$ cat config.mk
export PLATFORM = sky130hd
export DESIGN_NAME = circular_deque_engine_core_flat
export DESIGN_NICKNAME = d
export VERILOG_FILES = /design/src/sv/cdq_pkg.sv /design/src/sv/cdq_if.sv /design/src/sv/cdq_ram.sv /design/src/sv/cdq_ctrl.sv /design/src/sv/cdq_dp.sv /design/src/sv/circular_deque_engine_core.sv /design/src/flat_wrapper.sv
export SDC_FILE = /design/constraint.sdc
export NUM_CORES = 1
export LEC_CHECK = 0
export ABC_CLOCK_PERIOD_IN_PS = 6550
export BUFFER_PORTS_ARGS = -buffer_cell sky130_fd_sc_hd__buf_2
export CAP_MARGIN = 5
export CORE_MARGIN = 1
export CORE_UTILIZATION = 61
export CTS_CLUSTER_SIZE = 24
export DETAILED_ROUTE_END_ITERATION = 16
export GPL_TIMING_DRIVEN = 0
export PLACE_DENSITY = 0.82
export SYNTH_ARGS = -nofsm -noshare
export SYNTH_HDL_FRONTEND = slang
export SYNTH_SLANG_ARGS = --single-unit
$ cat constraint.sdc
create_clock -name clk -period 6.55 [get_ports clk]
set_input_delay 0.3275 -clock clk [delete_from_list [all_inputs] [get_ports clk]]
set_output_delay 0.3275 -clock clk [all_outputs]
set_load 0.05 [all_outputs]
$ cat src/sv/cdq_pkg.sv
// Shared types and constants of the circular deque engine.
// No dependencies; the other files of the block that use it refer to it by scoped names.
`timescale 1ns / 1ps
`default_nettype none

package cdq_pkg;

  // Fixed field widths of the request and result channels.
  localparam int KIND_W   = 3;
  localparam int KEY_W    = 32;
  localparam int PAY_W    = 32;
  localparam int POS_W    = 4;
  localparam int STATUS_W = 3;
  localparam int OCC_W    = 5;

  // Defaults of the top-level parameters.
  localparam int DEF_CAPACITY     = 16;
  localparam int DEF_KEY_BITS     = 32;
  localparam int DEF_PAYLOAD_BITS = 32;

  // Operation codes carried in a request.
  typedef enum logic [KIND_W-1:0] {
    KIND_PUSH_FRONT = 3'd0,
    KIND_PUSH_BACK  = 3'd1,
    KIND_POP_FRONT  = 3'd2,
    KIND_POP_BACK   = 3'd3,
    KIND_PEEK_FRONT = 3'd4,
    KIND_PEEK_BACK  = 3'd5,
    KIND_FIND_KEY   = 3'd6,
    KIND_FIND_POS   = 3'd7
  } kind_t;

  // Result status codes.
  typedef enum logic [STATUS_W-1:0] {
    STAT_OK     = 3'd0,
    STAT_EMPTY  = 3'd1,
    STAT_FULL   = 3'd2,
    STAT_NOKEY  = 3'd3,
    STAT_RANGE  = 3'd4
  } status_t;

  // Commands from the controller to the datapath.
  typedef struct packed {
    logic start;  // a request is taken this cycle
    logic scan;   // one key comparison step of a search
    logic load;   // the result moves into the output register
  } cmd_t;

  // Status from the datapath to the controller.
  typedef struct packed {
    logic need_scan;  // the offered request is a search over a non-empty deque
    logic hit;        // the entry under comparison matches the search key
    logic last;       // the entry under comparison is the rear entry
    logic out_free;   // the output register can take a result this cycle
  } sts_t;

endpackage

`default_nettype wire

$ cat src/sv/cdq_if.sv
// Valid/ready channel interfaces for requests and results of the deque engine.
// Depends on cdq_pkg for the field widths.
`timescale 1ns / 1ps
`default_nettype none

// Request channel: one operation with its operands.
interface cdq_in_if;
  logic                         valid;
  logic                         ready;
  logic [cdq_pkg::KIND_W-1:0]   kind;
  logic [cdq_pkg::KEY_W-1:0]    entry_key;
  logic [cdq_pkg::PAY_W-1:0]    entry_payload;
  logic [cdq_pkg::KEY_W-1:0]    search_key;
  logic [cdq_pkg::POS_W-1:0]    position;

  modport source (
    output valid, kind, entry_key, entry_payload, search_key, position,
    input  ready
  );
  modport sink (
    input  valid, kind, entry_key, entry_payload, search_key, position,
    output ready
  );
endinterface

// Result channel: status, entry and occupancy of one request.
interface cdq_out_if;
  logic                          valid;
  logic                          ready;
  logic [cdq_pkg::STATUS_W-1:0]  status;
  logic [cdq_pkg::KEY_W-1:0]     out_key;
  logic [cdq_pkg::PAY_W-1:0]     out_payload;
  logic [cdq_pkg::OCC_W-1:0]     occupancy;

  modport source (
    output valid, status, out_key, out_payload, occupancy,
    input  ready
  );
  modport sink (
    input  valid, status, out_key, out_payload, occupancy,
    output ready
  );
endinterface

`default_nettype wire

$ cat src/sv/cdq_ram.sv
// Generic simple dual-port RAM: one write port, one read port with registered data.
// No dependencies.
`timescale 1ns / 1ps
`default_nettype none

module cdq_ram #(
  parameter int WIDTH = 64,
  parameter int DEPTH = 16
) (
  input  wire logic                      clk,
  input  wire logic                      wr_en,
  input  wire logic [$clog2(DEPTH)-1:0]  wr_addr,
  input  wire logic [WIDTH-1:0]          wr_data,
  input  wire logic                      rd_en,
  input  wire logic [$clog2(DEPTH)-1:0]  rd_addr,
  output logic      [WIDTH-1:0]          rd_data
);

  logic [WIDTH-1:0] mem_r [DEPTH];
  logic [WIDTH-1:0] rd_data_r;

  // Write port.
  always_ff @(posedge clk) begin
    if (wr_en) begin
      mem_r[wr_addr] <= wr_data;
    end
  end

  // Read port; the data holds until the next enabled read.
  always_ff @(posedge clk) begin
    if (rd_en) begin
      rd_data_r <= mem_r[rd_addr];
    end
  end

  assign rd_data = rd_data_r;

endmodule

`default_nettype wire

$ cat src/sv/cdq_ctrl.sv
// Controller of the deque engine: sequences request intake, key search and result load.
// Depends on cdq_pkg for the command and status structs.
`timescale 1ns / 1ps
`default_nettype none

module cdq_ctrl (
  input  wire logic          clk,
  input  wire logic          rst_n,
  input  wire logic          in_valid,
  output logic               in_ready,
  input  wire cdq_pkg::sts_t sts,
  output cdq_pkg::cmd_t      cmd
);

  typedef enum logic [2:0] {
    S_IDLE = 3'b001,
    S_SCAN = 3'b010,
    S_DONE = 3'b100
  } state_t;

  state_t state_r;
  state_t state_nxt;

  // Next state and commands. Intake stays closed while reset is held, so no
  // request is shown as taken and then dropped.
  always_comb begin
    state_nxt = state_r;
    cmd       = '0;
    in_ready  = 1'b0;
    case (state_r)
      S_IDLE: begin
        in_ready = rst_n;
        if (in_valid && rst_n) begin
          cmd.start = 1'b1;
          state_nxt = sts.need_scan ? S_SCAN : S_DONE;
        end
      end
      S_SCAN: begin
        cmd.scan = 1'b1;
        if (sts.hit || sts.last) begin
          state_nxt = S_DONE;
        end
      end
      S_DONE: begin
        if (sts.out_free) begin
          cmd.load  = 1'b1;
          state_nxt = S_IDLE;
        end
      end
      default: begin
        state_nxt = S_IDLE;
      end
    endcase
  end

  // State register.
  always_ff @(posedge clk) begin
    if (!rst_n) begin
      state_r <= S_IDLE;
    end else begin
      state_r <= state_nxt;
    end
  end

endmodule

`default_nettype wire

$ cat src/sv/cdq_dp.sv
// Datapath of the deque engine: indices, count, entry memory, search compare and
// the output register. Depends on cdq_pkg and cdq_ram.
`timescale 1ns / 1ps
`default_nettype none

module cdq_dp #(
  parameter int CAPACITY     = cdq_pkg::DEF_CAPACITY,
  parameter int KEY_BITS     = cdq_pkg::DEF_KEY_BITS,
  parameter int PAYLOAD_BITS = cdq_pkg::DEF_PAYLOAD_BITS
) (
  input  wire logic                           clk,
  input  wire logic                           rst_n,
  input  wire cdq_pkg::cmd_t                  cmd,
  output cdq_pkg::sts_t                       sts,
  input  wire logic [cdq_pkg::KIND_W-1:0]     in_kind,
  input  wire logic [cdq_pkg::KEY_W-1:0]      in_entry_key,
  input  wire logic [cdq_pkg::PAY_W-1:0]      in_entry_payload,
  input  wire logic [cdq_pkg::KEY_W-1:0]      in_search_key,
  input  wire logic [cdq_pkg::POS_W-1:0]      in_position,
  input  wire logic                           out_ready,
  output logic                                out_valid,
  output logic [cdq_pkg::STATUS_W-1:0]        out_status,
  output logic [cdq_pkg::KEY_W-1:0]           out_key,
  output logic [cdq_pkg::PAY_W-1:0]           out_payload,
  output logic [cdq_pkg::OCC_W-1:0]           out_occupancy
);

  localparam int IW    = $clog2(CAPACITY);
  localparam int CW    = $clog2(CAPACITY + 1);
  localparam int EW    = KEY_BITS + PAYLOAD_BITS;
  localparam int CMPW  = (CW > cdq_pkg::POS_W) ? CW : cdq_pkg::POS_W;
  localparam logic [IW-1:0] LAST_SLOT = IW'(CAPACITY - 1);
  localparam logic [CW-1:0] CAP_CNT   = CW'(CAPACITY);
  localparam logic [IW:0]   CAP_WIDE  = (IW + 1)'(CAPACITY);

  // Circular slot stepping.
  function automatic logic [IW-1:0] slot_after(input logic [IW-1:0] i);
    slot_after = (i == LAST_SLOT) ? '0 : i + IW'(1);
  endfunction

  function automatic logic [IW-1:0] slot_before(input logic [IW-1:0] i);
    slot_before = (i == '0) ? LAST_SLOT : i - IW'(1);
  endfunction

  // Control state.
  logic [IW-1:0]    front_r, front_nxt;
  logic [IW-1:0]    rear_r, rear_nxt;
  logic [CW-1:0]    cnt_r, cnt_nxt;
  logic             out_valid_r, out_valid_nxt;

  // Per-request working registers.
  cdq_pkg::status_t status_r, status_nxt;
  logic             has_data_r, has_data_nxt;
  logic [KEY_BITS-1:0] skey_r, skey_nxt;
  logic [CW-1:0]    scan_idx_r, scan_idx_nxt;
  logic [IW-1:0]    scan_slot_r, scan_slot_nxt;

  // Output register payload.
  logic [cdq_pkg::STATUS_W-1:0] out_status_r, out_status_nxt;
  logic [cdq_pkg::KEY_W-1:0]    out_key_r, out_key_nxt;
  logic [cdq_pkg::PAY_W-1:0]    out_payload_r, out_payload_nxt;
  logic [cdq_pkg::OCC_W-1:0]    out_occ_r, out_occ_nxt;

  // Memory port signals.
  logic             wr_en;
  logic [IW-1:0]    wr_addr;
  logic [EW-1:0]    wr_data;
  logic             rd_en;
  logic [IW-1:0]    rd_addr;
  logic [EW-1:0]    rd_data;
  logic [KEY_BITS-1:0]     rd_key;
  logic [PAYLOAD_BITS-1:0] rd_pay;

  cdq_pkg::kind_t   kind;
  logic             pos_out_of_range;
  logic [IW:0]      pos_sum;
  logic [IW-1:0]    pos_slot;

  cdq_ram #(
    .WIDTH (EW),
    .DEPTH (CAPACITY)
  ) u_store (
    .clk     (clk),
    .wr_en   (wr_en),
    .wr_addr (wr_addr),
    .wr_data (wr_data),
    .rd_en   (rd_en),
    .rd_addr (rd_addr),
    .rd_data (rd_data)
  );

  assign rd_key  = rd_data[EW-1:PAYLOAD_BITS];
  assign rd_pay  = rd_data[PAYLOAD_BITS-1:0];
  assign wr_data = {in_entry_key[KEY_BITS-1:0], in_entry_payload[PAYLOAD_BITS-1:0]};
  assign kind    = cdq_pkg::kind_t'(in_kind);

  // Logical position to slot: front plus position, wrapped once.
  assign pos_out_of_range = (CMPW'(in_position) >= CMPW'(cnt_r));
  assign pos_sum  = {1'b0, front_r} + (IW + 1)'(in_position);
  assign pos_slot = (pos_sum >= CAP_WIDE) ? IW'(pos_sum - CAP_WIDE) : pos_sum[IW-1:0];

  // Status toward the controller.
  always_comb begin
    sts.need_scan = (kind == cdq_pkg::KIND_FIND_KEY) && (cnt_r != '0);
    sts.hit       = (rd_key == skey_r);
    sts.last      = ((scan_idx_r + CW'(1)) == cnt_r);
    sts.out_free  = !out_valid_r || out_ready;
  end

  // Request execution and search steps.
  always_comb begin
    front_nxt     = front_r;
    rear_nxt      = rear_r;
    cnt_nxt       = cnt_r;
    status_nxt    = status_r;
    has_data_nxt  = has_data_r;
    skey_nxt      = skey_r;
    scan_idx_nxt  = scan_idx_r;
    scan_slot_nxt = scan_slot_r;
    wr_en         = 1'b0;
    wr_addr       = front_r;
    rd_en         = 1'b0;
    rd_addr       = front_r;

    if (cmd.start) begin
      status_nxt   = cdq_pkg::STAT_OK;
      has_data_nxt = 1'b0;
      case (kind)
        cdq_pkg::KIND_PUSH_FRONT, cdq_pkg::KIND_PUSH_BACK: begin
          if (cnt_r == CAP_CNT) begin
            status_nxt = cdq_pkg::STAT_FULL;
          end else begin
            wr_en   = 1'b1;
            cnt_nxt = cnt_r + CW'(1);
            if (cnt_r == '0) begin
              // First entry always lands in slot zero.
              front_nxt = '0;
              rear_nxt  = '0;
              wr_addr   = '0;
            end else if (kind == cdq_pkg::KIND_PUSH_FRONT) begin
              front_nxt = slot_before(front_r);
              wr_addr   = slot_before(front_r);
            end else begin
              rear_nxt = slot_after(rear_r);
              wr_addr  = slot_after(rear_r);
            end
          end
        end
        cdq_pkg::KIND_POP_FRONT, cdq_pkg::KIND_POP_BACK,
        cdq_pkg::KIND_PEEK_FRONT, cdq_pkg::KIND_PEEK_BACK: begin
          if (cnt_r == '0) begin
            status_nxt = cdq_pkg::STAT_EMPTY;
          end else begin
            rd_en        = 1'b1;
            has_data_nxt = 1'b1;
            if (kind == cdq_pkg::KIND_POP_FRONT || kind == cdq_pkg::KIND_PEEK_FRONT) begin
              rd_addr = front_r;
            end else begin
              rd_addr = rear_r;
            end
            if (kind == cdq_pkg::KIND_POP_FRONT || kind == cdq_pkg::KIND_POP_BACK) begin
              cnt_nxt = cnt_r - CW'(1);
              if (cnt_r == CW'(1)) begin
                // Emptied deque restarts at slot zero.
                front_nxt = '0;
                rear_nxt  = '0;
              end else if (kind == cdq_pkg::KIND_POP_FRONT) begin
                front_nxt = slot_after(front_r);
              end else begin
                rear_nxt = slot_before(rear_r);
              end
            end
          end
        end
        cdq_pkg::KIND_FIND_KEY: begin
          if (cnt_r == '0) begin
            status_nxt = cdq_pkg::STAT_NOKEY;
          end else begin
            rd_en         = 1'b1;
            rd_addr       = front_r;
            skey_nxt      = in_search_key[KEY_BITS-1:0];
            scan_idx_nxt  = '0;
            scan_slot_nxt = front_r;
          end
        end
        cdq_pkg::KIND_FIND_POS: begin
          if (pos_out_of_range) begin
            status_nxt = cdq_pkg::STAT_RANGE;
          end else begin
            rd_en        = 1'b1;
            rd_addr      = pos_slot;
            has_data_nxt = 1'b1;
          end
        end
        default: begin
          status_nxt = cdq_pkg::STAT_OK;
        end
      endcase
    end

    // One comparison per cycle; on a miss before the rear entry the next entry is fetched.
    if (cmd.scan) begin
      if (sts.hit) begin
        has_data_nxt = 1'b1;
      end else if (sts.last) begin
        status_nxt = cdq_pkg::STAT_NOKEY;
      end else begin
        rd_en         = 1'b1;
        rd_addr       = slot_after(scan_slot_r);
        scan_slot_nxt = slot_after(scan_slot_r);
        scan_idx_nxt  = scan_idx_r + CW'(1);
      end
    end
  end

  // Output register.
  always_comb begin
    out_valid_nxt   = out_valid_r;
    out_status_nxt  = out_status_r;
    out_key_nxt     = out_key_r;
    out_payload_nxt = out_payload_r;
    out_occ_nxt     = out_occ_r;
    if (cmd.load) begin
      out_valid_nxt   = 1'b1;
      out_status_nxt  = status_r;
      out_key_nxt     = has_data_r ? cdq_pkg::KEY_W'(rd_key) : '0;
      out_payload_nxt = has_data_r ? cdq_pkg::PAY_W'(rd_pay) : '0;
      out_occ_nxt     = cdq_pkg::OCC_W'(cnt_r);
    end else if (out_ready) begin
      out_valid_nxt = 1'b0;
    end
  end

  // Control registers.
  always_ff @(posedge clk) begin
    if (!rst_n) begin
      front_r     <= '0;
      rear_r      <= '0;
      cnt_r       <= '0;
      out_valid_r <= 1'b0;
    end else begin
      front_r     <= front_nxt;
      rear_r      <= rear_nxt;
      cnt_r       <= cnt_nxt;
      out_valid_r <= out_valid_nxt;
    end
  end

  // Working and payload registers.
  always_ff @(posedge clk) begin
    status_r      <= status_nxt;
    has_data_r    <= has_data_nxt;
    skey_r        <= skey_nxt;
    scan_idx_r    <= scan_idx_nxt;
    scan_slot_r   <= scan_slot_nxt;
    out_status_r  <= out_status_nxt;
    out_key_r     <= out_key_nxt;
    out_payload_r <= out_payload_nxt;
    out_occ_r     <= out_occ_nxt;
  end

  assign out_valid     = out_valid_r;
  assign out_status    = out_status_r;
  assign out_key       = out_key_r;
  assign out_payload   = out_payload_r;
  assign out_occupancy = out_occ_r;

endmodule

`default_nettype wire

$ cat src/sv/circular_deque_engine_core.sv
// Top level of the circular deque engine: controller plus datapath.
// Depends on cdq_pkg, cdq_if, cdq_ctrl, cdq_dp and cdq_ram.
//
// Fixed-capacity double-ended queue of key and payload entries kept in a circular
// RAM of CAPACITY words. Each request pushes, pops or peeks at either end, searches
// from the front for a key, or reads the entry at a position from the front, and
// returns one result with a status, the entry (zero when there is none) and the
// occupancy after the operation. A push into a full deque reports full and changes
// nothing. Find-by-key compares the entries one after another from the front, at
// most the occupancy of them, because the single read port of the entry RAM
// delivers one entry per cycle. One request is worked on at a time; a new request
// is taken while the previous result still waits in the output register. The
// entry RAM needs no clearing after reset, so the block is ready in the first
// cycle out of reset.
`timescale 1ns / 1ps
`default_nettype none

module circular_deque_engine_core #(
  parameter int CAPACITY     = cdq_pkg::DEF_CAPACITY,
  parameter int KEY_BITS     = cdq_pkg::DEF_KEY_BITS,
  parameter int PAYLOAD_BITS = cdq_pkg::DEF_PAYLOAD_BITS
) (
  input wire logic  clk,
  input wire logic  rst_n,
  cdq_in_if.sink    in_req,
  cdq_out_if.source out_rsp
);

  cdq_pkg::cmd_t cmd;
  cdq_pkg::sts_t sts;
  logic          in_ready;

  cdq_ctrl u_ctrl (
    .clk      (clk),
    .rst_n    (rst_n),
    .in_valid (in_req.valid),
    .in_ready (in_ready),
    .sts      (sts),
    .cmd      (cmd)
  );

  cdq_dp #(
    .CAPACITY     (CAPACITY),
    .KEY_BITS     (KEY_BITS),
    .PAYLOAD_BITS (PAYLOAD_BITS)
  ) u_dp (
    .clk              (clk),
    .rst_n            (rst_n),
    .cmd              (cmd),
    .sts              (sts),
    .in_kind          (in_req.kind),
    .in_entry_key     (in_req.entry_key),
    .in_entry_payload (in_req.entry_payload),
    .in_search_key    (in_req.search_key),
    .in_position      (in_req.position),
    .out_ready        (out_rsp.ready),
    .out_valid        (out_rsp.valid),
    .out_status       (out_rsp.status),
    .out_key          (out_rsp.out_key),
    .out_payload      (out_rsp.out_payload),
    .out_occupancy    (out_rsp.occupancy)
  );

  assign in_req.ready = in_ready;

endmodule

`default_nettype wire

$ cat src/flat_wrapper.sv
// flat-port wrapper written by rule: the top's interface ports become plain ports
module circular_deque_engine_core_flat 
#(
  parameter int CAPACITY     = cdq_pkg::DEF_CAPACITY,
  parameter int KEY_BITS     = cdq_pkg::DEF_KEY_BITS,
  parameter int PAYLOAD_BITS = cdq_pkg::DEF_PAYLOAD_BITS
)
  (clk, rst_n, in_req_valid, in_req_kind, in_req_entry_key, in_req_entry_payload, in_req_search_key, in_req_position, in_req_ready, out_rsp_valid, out_rsp_status, out_rsp_out_key, out_rsp_out_payload, out_rsp_occupancy, out_rsp_ready);
  cdq_in_if in_req_i ();
  cdq_out_if out_rsp_i ();
  input wire logic clk;
  input wire logic rst_n;
  input wire logic [$bits(in_req_i.valid)-1:0] in_req_valid;
  input wire logic [$bits(in_req_i.kind)-1:0] in_req_kind;
  input wire logic [$bits(in_req_i.entry_key)-1:0] in_req_entry_key;
  input wire logic [$bits(in_req_i.entry_payload)-1:0] in_req_entry_payload;
  input wire logic [$bits(in_req_i.search_key)-1:0] in_req_search_key;
  input wire logic [$bits(in_req_i.position)-1:0] in_req_position;
  output wire logic [$bits(in_req_i.ready)-1:0] in_req_ready;
  output wire logic [$bits(out_rsp_i.valid)-1:0] out_rsp_valid;
  output wire logic [$bits(out_rsp_i.status)-1:0] out_rsp_status;
  output wire logic [$bits(out_rsp_i.out_key)-1:0] out_rsp_out_key;
  output wire logic [$bits(out_rsp_i.out_payload)-1:0] out_rsp_out_payload;
  output wire logic [$bits(out_rsp_i.occupancy)-1:0] out_rsp_occupancy;
  input wire logic [$bits(out_rsp_i.ready)-1:0] out_rsp_ready;
  assign in_req_i.valid = in_req_valid;
  assign in_req_i.kind = in_req_kind;
  assign in_req_i.entry_key = in_req_entry_key;
  assign in_req_i.entry_payload = in_req_entry_payload;
  assign in_req_i.search_key = in_req_search_key;
  assign in_req_i.position = in_req_position;
  assign in_req_ready = in_req_i.ready;
  assign out_rsp_valid = out_rsp_i.valid;
  assign out_rsp_status = out_rsp_i.status;
  assign out_rsp_out_key = out_rsp_i.out_key;
  assign out_rsp_out_payload = out_rsp_i.out_payload;
  assign out_rsp_occupancy = out_rsp_i.occupancy;
  assign out_rsp_i.ready = out_rsp_ready;
  circular_deque_engine_core #(.CAPACITY(CAPACITY), .KEY_BITS(KEY_BITS), .PAYLOAD_BITS(PAYLOAD_BITS)) u_core (.clk(clk), .rst_n(rst_n), .in_req(in_req_i), .out_rsp(out_rsp_i));
endmodule
[After elaboration in Yosys (flattened, before gate mapping)]
Memories as Yosys holds them, arrays and structs flattened. A register that Yosys moved wholly into a read port is not among the register bits.
Index checks and enable logic that the tools add are counted.
Word-level totals
  bits in registers: 134
  bits in latches: 0
  memory bits (writable): 1024
  memory bits (read-only): 0
  bits of input ports: 107
  output and inout port bits: 74
  logic and storage cells: 166
  memories: 1
Operators by class
  $add $sub $neg: 10
  multiply operators: 0
  div/mod/pow operators: 0
  $lt $le $gt $ge: 2
  equal/unequal tests: 27
  shifts and indexed selects: 0
  muxes and demuxes: 89
  bitwise operators: 1
  reduce and logical (&&, ||, !) cells: 22
Memories
  u_core.u_dp.u_store.mem_r: words 16, bits a word 64, read ports 1, clocked after Yosys merged registers in 1, write ports 1, line cdq_ram.sv:19  | logic [WIDTH-1:0] mem_r [DEPTH];
Operator list (count)
  two-way mux 4 bit: 38
  two-way mux 5 bit: 9
  equality test 32 bit: 1
  two-way mux 3 bit: 9
  case mux 4 bit (2 select lines): 3
  two-way mux 1 bit: 23
  equality test 3 bit, second input constant: 5
  AND reduction 7 bit: 2
  adder 4 x 1 -> 4 bit, second input constant: 3
  equality test 4 bit, second input constant: 3
  != test 3 bit, second input constant: 4
  case mux 3 bit (4 select lines): 1
  subtractor 4 x 1 -> 4 bit, second input constant: 3
  adder 5 x 1 -> 5 bit, second input constant: 2
  != test 2 bit, second input constant: 5
  case mux 5 bit (2 select lines): 1
  equality test 3 x 2 -> 1 bit, second input constant: 3
  case mux 3 bit (3 select lines): 1
  zero test 4 bit: 2
  equality test 3 x 1 -> 1 bit, second input constant: 2
  AND reduction 3 bit: 2
  adder 4 x 4 -> 5 bit: 1
  equality test 5 x 1 -> 1 bit, second input constant: 1
  equality test 5 bit: 1
  other kinds (19): 26

[Depth between registers and ports, before layout]
Gate-level depths: netlist of the first run.
  word-level depth: 9
  mapped depth: 15

[By module]
Synthesis of the first run repeated with hierarchy kept, for this count alone.
Unflattened totals
  cells, all modules: 2186
  area total of the unflattened synthesis: 46701.0 µm²
By module, submodules not included
  cdq_ram: times used 1, cells an instance 1647, area an instance 40223.6 µm², seq. area each 32671.3 µm²
  cdq_dp: times used 1, cells an instance 518, area an instance 6287.3 µm², seq. area each 3663.5 µm²
  cdq_ctrl: times used 1, cells an instance 21, area an instance 190.2 µm², seq. area each 60.1 µm²

[Worst setup path before layout of the first run]
OpenSTA, ideal clock, no wires.
  path type: reg2reg
  start: register u_core.u_ctrl.state_r[2]
  end: memory u_core.u_dp.u_store.mem_r[1][0], enable pin
  arrival time: 4.525 ns
  data required time: 6.064 ns
  setup slack: 1.538 ns
  stages on the path, launching flop included: 7
  path buffers: 1
  clock period less this slack: 5.012 ns
  cell sequence: dfxtp_1 -> buf_2 -> and4bb_2 -> and2_4 -> nand3_1 -> or3_1 -> nor2_1
Between the ends
  cells in the longest elaborated chain, start to end: 5
  elaborated cells between the ends (all ways): 6
  classes of those cells: eq/ne: 1; mux: 5
Ends and longest elaborated chain
  start: declaration: line cdq_ctrl.sv:21  | state_t state_r;
  start signal: assignment: line cdq_ctrl.sv:61  | state_r <= state_nxt;
  equality test 3 x 1 -> 1 bit *: line cdq_ctrl.sv:30  | case (state_r)
  two-way mux 1 bit *: line cdq_ctrl.sv:30
  two-way mux 1 bit: line cdq_dp.sv:125  | if (cmd.start) begin
  two-way mux 1 bit: line cdq_ram.sv:24  | if (wr_en) begin
  two-way mux 1 bit (implied by the code): line cdq_ram.sv:25  | mem_r[wr_addr] <= wr_data;
  end: declaration: line cdq_ram.sv:19
Every way passes the cells marked *; elsewhere a longest branch is shown, timed or not.

[Final worst setup path of the first run]
  start: register u_core.u_dp.cnt_r[1]
  end: register u_core.u_dp.u_store.rd_data_r[18] (netlist: u_core.u_dp.u_store.rd_data[18]) (read register of u_core.u_dp.u_store.mem_r) (data pin)
Between the ends
  cells in the longest elaborated chain, start to end: 7
  elaborated cells between the ends (all ways): 17
  classes of those cells: order compare: 1; eq/ne: 1; mux: 14; reduce/logical: 1
Ends and longest elaborated chain
  start: declaration: line cdq_dp.sv:48  | logic [CW-1:0] cnt_r, cnt_nxt;
  start signal: assignment: line cdq_dp.sv:244  | cnt_r <= cnt_nxt;
  greater-or-equal comparator 4 x 5 -> 1 bit or zero test 5 bit (tied branches): line cdq_dp.sv:98, cdq_dp.sv:151, cdq_dp.sv:176
  two-way mux 4 bit, or another cell as far along: line cdq_dp.sv:187  | if (pos_out_of_range) begin
  case mux 4 bit (2 select lines) or case mux 1 bit (2 select lines) (tied branches): line cdq_dp.sv:128  | case (kind)
  two-way mux 4 bit or two-way mux 1 bit (tied branches): line cdq_dp.sv:125
  two-way mux 4 bit or two-way mux 1 bit (tied branches): line cdq_dp.sv:205  | end else if (sts.last) begin
  two-way mux 4 bit or two-way mux 1 bit (tied branches): line cdq_dp.sv:203  | if (sts.hit) begin
  two-way mux 4 bit or two-way mux 1 bit (tied branches): line cdq_dp.sv:202  | if (cmd.scan) begin
  end: declaration: line cdq_ram.sv:20  | logic [WIDTH-1:0] rd_data_r;
Parallel ways exist; a longest one is shown, timed or not.
A chain may end at the register's enable or synchronous reset.

==> summary.txt, run 1 <==
Slew @ Worst Pin - 1.06 ns
H-tree Lvls - 3
Fmax achieved - 0.205 GHz
Main flop type after synthesis - edfxtp_1
Yosys top cell area share - 75.8%
Status - finished, final reports clean
Max FO, Critical Path - 10
Placed cell count - 3886
Pwr per Cell Area - 288 nW/um^2
Async SR Flop Fraction - 0%
WHS - 0.0301 ns
Setup crit start kind - flop
WL final - 119000 um
Initial antenna violation count - 7
Final period util - 74.6%
CP max-delay cell - nand2_1
Area Growth Syn to Fin - 16.6%
Final Power - 15.9 mW
Post-CTS sizing - 0
Most frequent cells after synthesis - edfxtp_1 (1192), mux2i_1 (514), o22ai_1 (260)
I/O Buffers - 178
Area leader, netlist - edfxtp_1
Setup TNS - 0 ns
# DRC - 0
Tmin final - 4.89 ns
Wire length of the first global-routing pass - 171000 um
Number of global-route vias before repair - 27562
Final std cells w/o fill - 4181
Post-Syn Area - 47200 um^2
Nets@finish - 3182
CP required - 6.94 ns
Die ar. - 78600 um^2
Post-synthesis cell count - 2631
Most numerous cell in the Yosys netlist - edfxtp_1
Die H - 280 um
Core area - 76300 um^2
Gr ovfl total - 0
Rows - 101
Worst setup EP type - flop
Kind of critical path - flop to flop
Max-cap viol count - 0
Fraction of layout instances using a drive strength above 1 - 16.5%
Post-synth EDFFs - 1192
TritonCTS clock tree - built
Synth Net Count - 2759
FF+latch count, synth - 1222
CTS buffer count - 114
Clk sinks - 1222
Largest net degree at the start of global routing - 55
First-pass DRT Iterations - 5
Max-slew violation count - 0
CP arrival - 5.27 ns
CP Cell Sequence - inv_1, ha_1, nor3_1, o21ai_0, a211oi_1, mux2i_1, o22a_1, o31ai_1, nand2_1, clkbuf_1, o22ai_1, or4_1
Final hold vios - 0
Peak VDD IR - 0.258 mV
CTS Buffer Depth - 3
Leak - 21.4 nW
DR WL/cell - 28.4 um
Initial Util - 61.9%
Root Driver - clkbuf_16
Mean post-synth cell area - 18.0 um^2
Final setup viols - 0
Final ANT Viol Nets - 0
Setup ws final - 1.66 ns
Sequential-to-total area share from yosys stat - 77.0%
Vias/cell - 6.51
Clk_lat worst skew - 0.70 ns
CP delay by family, top - simple AND/OR/NAND/NOR gates
Post-DP HPWL - 72900 um
YS warnings - 0
RSZ-0062 raised after global routing - no
I/O pin count - 181
CP peak stage delay - 0.68 ns
Post-Place Worst Slack - 1.90 ns
Iter 0 DRT Violations - 3427
Slew headroom - 29.1%
Die W - 280 um
Area contributors post-synth - edfxtp_1 (76%), mux2i_1 (11%), o22ai_1 (3.4%)
Critical path buffers and inverters - 2
Distinct cells, synth - 77
Clock transition at path regs - 0.06 ns
GP Congestion - 0.950
Vias - 27206
Final Skew - 0.0262 ns
Hold Path Class - input port to flop
GRT Total Usage - 30.1%
Post-CTS Setup Inserts - 0
## final cells by class
class                   count  area, um^2
inverters                  23        86.3
clock buffers             150        3090
clock inverters            58         539
multi-input cells        1256       10200
repair buffers            307        2750
flip-flops and latches   1222       36400
fillers                  4350       21300
well taps                1030        1290
diodes                      5        12.5
plain buffers             130         713
## layout by cell type, fill, tap and decap left out, types with 25 or more instances in the layout
cell type	n
buf_12	37
mux2i_1	514
edfxtp_1	1192
dlygate4sd3_1	81
xnor2_1	46
o21ai_0	25
clkbuf_1	62
clkbuf_16	118
o22ai_1	260
nand2_1	42
and2_1	69
nor2_1	29
or4_1	64
dfxtp_1	30
buf_2	237
## worst register-to-register path: stages, from the launching register on
cell and delay (ns):
dfxtp_1 0.50, inv_1 0.19, ha_1 0.22, nor3_1 0.23
o21ai_0 0.17, a211oi_1 0.42, mux2i_1 0.33, o22a_1 0.25
o31ai_1 0.19, nand2_1 0.68, clkbuf_1 0.69, o22ai_1 0.19
or4_1 0.56
## worst paths after layout
kind                                  endpoint                  from  slack, ns  cells past startpoint
min reg2reg       u_core.u_dp.out_occupancy[3]  u_core.u_dp.cnt_r[3]       0.43                      0
max reg2reg    u_core.u_dp.u_store.rd_data[18]  u_core.u_dp.cnt_r[1]       1.66                     12
max            u_core.u_dp.u_store.rd_data[18]  u_core.u_dp.cnt_r[1]       1.66                     12
min          u_core.u_dp.u_store.mem_r[11][54]  in_req_entry_key[22]       0.03                      1
## sequential cells by signal, summed over array words and instances, names as in the netlist
name and flops:
u_core.u_dp.u_store.mem_r 1024, u_core.u_dp.u_store.rd_data 64, u_core.u_dp.out_key 32, u_core.u_dp.out_payload 32
u_core.u_dp.skey_r 32, u_core.u_dp.cnt_r 5, u_core.u_dp.out_occupancy 5, u_core.u_dp.scan_idx_r 5
u_core.u_dp.front_r 4, u_core.u_dp.rear_r 4, u_core.u_dp.scan_slot_r 4, u_core.u_ctrl.state_r 3
u_core.u_dp.out_status 3, u_core.u_dp.status_r 3, u_core.u_dp.has_data_r 1, u_core.u_dp.out_valid 1
## logic make-up (layout without fill, tap and decap cells)
family                     Yosys count  after routing  synth area share, %
DFF                               1222           1222                 77.0
muxes                              514            514                 10.9
AOI/OAI and AO/OA                  368            368                 5.10
and+or+nand+nor                    303            303                 3.76
buffers and inverters              153            668                 1.69
xor gates and xnor gates            50             50                0.956
adders and majority gates           21             21                0.572
other                                0              5                    0
## metal layers
layer  wire, um  GRT usage, %  part of all wire, %  vias up
li1           -             -                    -    11399
met1      42800          38.5                   36    13515
met2      58500          50.7                   49     1921
met3      12500          5.68                   11      359
met4       4830          12.8                  4.1       12
met5         77             0                0.065        -
## repair_timing
item                                   CTS  global route
endpoints found under the hold margin  660             0
hold buffers                            81             0
setup endpoints to repair                0             0
## through the flow
| stage | instance area (um^2) | util, % |
|---|---|---|
| 6_report | 55100 | 72.1 |
| 5_1_grt | 55100 | 72.1 |
| 4_1_cts | 55000 | 72.1 |
| 3_5_place_dp | 50600 | 66.3 |
| 3_3_place_gp | 49400 | 64.8 |
| 2_1_floorplan | 47200 | - |
## power by group
group	total [mW]	internal (mW)	switching, mW	leakage, nW
sequential	8.69	8.65	0.0416	11.0
combinational	0.732	0.261	0.471	8.66
clock	6.45	3.64	2.81	1.76
total	15.9	12.5	3.33	21.4
Note: power is estimated with default switching activity, not from simulation.
==> inputs of run 2 (changes only) <==
Settings changed: ABC_CLOCK_PERIOD_IN_PS 6550 to 3930, CORE_UTILIZATION 61 to 55, PLACE_DENSITY 0.82 to 0.78.
Clock period 6.55 ns to 3.93 ns, I/O delays scaled along.
==> summary.txt, run 2 (same netlist as run 1, synthesis figures left out) <==
Met3 wire length - 11500 um (was 12500 um)
Worst setup EP type - flop (unchanged)
Largest net degree at the start of global routing - 37 (was 55)
Post-Place Worst Slack - -0.659 ns (was 1.90 ns)
GRT Total Usage - 26.7% (was 30.1%)
Failing checks - negative setup slack
Slew @ Worst Pin - 1.33 ns (was 1.06 ns)
Die H - 295 um (was 280 um)
Max-cap viol count - 0 (unchanged)
Finished Cell Area - 56300 um^2 (was 55100 um^2)
Commonest non-fill, non-tap cells in the layout - edfxtp_1 (1192), mux2i_1 (505), o22ai_1 (260) (was edfxtp_1 (1192), mux2i_1 (514), o22ai_1 (260))
Kind of critical path - flop to flop (unchanged)
Switching part of the total - 20.7% (was 21.0%)
Vias - 26878 (was 27206)
Leak - 21.9 nW (was 21.4 nW)
Core area - 85100 um^2 (was 76300 um^2)
CP delay by family, top - simple AND/OR/NAND/NOR gates (unchanged)
Pwr per Cell Area - 482 nW/um^2 (was 288 nW/um^2)
Top sig layer - met5 (unchanged)
TritonCTS clock tree - built (unchanged)
WHS - 0.118 ns (was 0.0301 ns)
Status - finished with violations (was finished, final reports clean)
Die W - 295 um (was 280 um)
Sequential Power Share - 53.4% (was 54.7%)
Placed cell count - 3996 (was 3886)
Clk sinks - 1222 (unchanged)
Largest Register - u_core.u_dp.u_store.mem_r (unchanged)
Final ANT Viol Nets - 0 (unchanged)
Tmin final - 3.97 ns (was 4.89 ns)
H-tree Lvls - 3 (unchanged)
Max-slew violation count - 0 (unchanged)
Rows - 107 (was 101)
Max FO, Critical Path - 10 (unchanged)
Setup ws final - -0.0364 ns (was 1.66 ns)
Wire length of the first global-routing pass - 169000 um (was 171000 um)
Clock power frac - 41.8% (was 40.6%)
Clk_lat worst skew - 0.70 ns (about the same)
Fillers - 5422 (was 4350)
Most common cell after layout, fill and taps aside - edfxtp_1 (unchanged)
Final std cells w/o fill - 4320 (was 4181)
WL final - 118000 um (was 119000 um)
Post-DP HPWL - 72300 um (was 72900 um)
Int Pwr - 21.5 mW (was 12.5 mW)
Clock transition at path regs - 0.07 ns (was 0.06 ns)
Final Skew - 0.0364 ns (was 0.0262 ns)
CP arrival - 4.39 ns (was 5.27 ns)
CTS Buffer Depth - 3 (unchanged)
Comb pwr share - 4.7% (was 4.6%)
CP Cell Sequence - inv_1, ha_1, or3b_4, nor2_4, a221oi_4, nand2_1, a21oi_2, o21a_2, buf_8, buf_12, buf_12, mux2i_1, o22ai_1, or4_4 (was inv_1, ha_1, nor3_1, o21ai_0, a211oi_1, mux2i_1, o22a_1, o31ai_1, nand2_1, clkbuf_1, o22ai_1, or4_1)
Initial antenna violation count - 11 (was 7)
Final setup viols - 3 (was 0)
CP required - 4.35 ns (was 6.94 ns)
R2R Setup Slk - -0.04 ns (was 1.66 ns)
Slew headroom - 11.5% (was 29.1%)
CP max-delay cell - or4_4 (was nand2_1)
Core Util, Final - 66.1% (was 72.1%)
First-pass DRT Iterations - 8 (was 5)
Area Growth Syn to Fin - 19.1% (was 16.6%)
Max reg flops - 1024 (unchanged)
GP Congestion - 0.889 (was 0.950)
Net Sw Power - 5.61 mW (was 3.33 mW)
Vias/cell - 6.22 (was 6.51)
Routed metal-1 wire length - 44200 um (was 42800 um)
Initial Util - 55.5% (was 61.9%)
Gr ovfl total - 0 (unchanged)
Hold Path Class - input port to flop (unchanged)
Fmax achieved - 0.252 GHz (was 0.205 GHz)
Final hold vios - 0 (unchanged)
Iter 0 DRT Violations - 3371 (was 3427)
Most frequent CP cell - buf_12
Die ar. - 87100 um^2 (was 78600 um^2)
Nets@finish - 3201 (was 3182)
Peak VDD IR - 0.358 mV (was 0.258 mV)
RSZ-0062 raised after global routing - yes (was no)
# DRC - 0 (unchanged)
Number of global-route vias before repair - 27244 (was 27562)
Fraction of layout instances using a drive strength above 1 - 19.0% (was 16.5%)
Critical path buffers and inverters - 4 (was 2)
Post-placement cell area - 50600 um^2 (about the same)
Final period util - 101% (was 74.6%)
CTS buffer count - 114 (unchanged)
Setup crit start kind - flop (unchanged)
I/O Buffers - 178 (unchanged)
I/O pin count - 181 (unchanged)
Met2 wire len - 58800 um (was 58500 um)
CP peak stage delay - 0.59 ns (was 0.68 ns)
Root Driver - clkbuf_16 (unchanged)
DR WL/cell - 27.4 um (was 28.4 um)
Final Power - 27.1 mW (was 15.9 mW)
Setup TNS - -0.0412 ns (was 0 ns)
## run 2: cell types whose count changed in the layout (fill, tap and decap cells not counted), sizes merged, moves of 3 or more
cell,change
clkbuf,-11
clkinv,+7
dlygate4sd3,+18
inv,+3
bufinv,+10
buf,-5
## run 2: area by class of cell
| cell class | instances | area (um^2) | area share (%) |
|---|---|---|---|
| Clock inverter | 80 | 907 | 1.61 |
| Tap cell | 1144 | 1430 | 2.54 |
| Multi-Input combinational cell | 1256 | 10400 | 18.5 |
| Antenna cell | 6 | 15.0 | 0.0267 |
| Sequential cell | 1222 | 36400 | 64.7 |
| Clock buffer | 133 | 2970 | 5.27 |
| Buffer | 130 | 1200 | 2.13 |
| Timing Repair Buffer | 326 | 2850 | 5.07 |
| Inverter | 23 | 86.3 | 0.153 |
## run 2: per-layer routing
metal  vias to the layer above  global-route usage (%)
li1                      11439                       -
met1                     13340                    34.6
met2                      1789                    45.0
met3                       300                    4.77
met4                        10                    10.7
met5                         -                       0
## run 2: power groups by stage
stage	registers (mW)	clock network, mW	logic [mW]
after floorplan	14.8	0	0.606
after global placement	14.8	0	1.04
after detailed placement	14.8	0	1.11
after CTS	14.5	11.4	1.22
after global routing	14.5	11.9	1.36
final	14.5	11.3	1.29
## run 2: worst reg2reg max path, stage by stage (launching register included)
cell and delay, ns:
dfxtp_4 0.41, inv_1 0.10, ha_1 0.23, or3b_4 0.28
nor2_4 0.06, a221oi_4 0.35, nand2_1 0.16, a21oi_2 0.21
o21a_2 0.28, buf_8 0.19, buf_12 0.20, buf_12 0.20
mux2i_1 0.28, o22ai_1 0.15, or4_4 0.59
## run 2: path summary, 6_finish.rpt
path / from / endpoint / depth (start not counted)
hold reg to reg: u_core.u_dp.status_r[1] / u_core.u_dp.out_status[1] / 0
setup reg to reg: u_core.u_dp.cnt_r[0] / u_core.u_dp.u_store.rd_data[58] / 14
hold / removal: in_req_kind[1] / u_core.u_dp.status_r[2] / 4
setup / recovery: u_core.u_dp.cnt_r[0] / u_core.u_dp.u_store.rd_data[58] / 14
## run 2: what timing repair did
action | 4_1_cts | 5_1_grt
gates resized for setup | 85 | 143
endpoints found under the hold margin | 1067 | 0
buffers inserted | 3 | 2
hold buffers | 99 | 0
endpoints found under the setup margin | 64 | 64
gates cloned | 0 | 0
pin swaps | 1 | 4
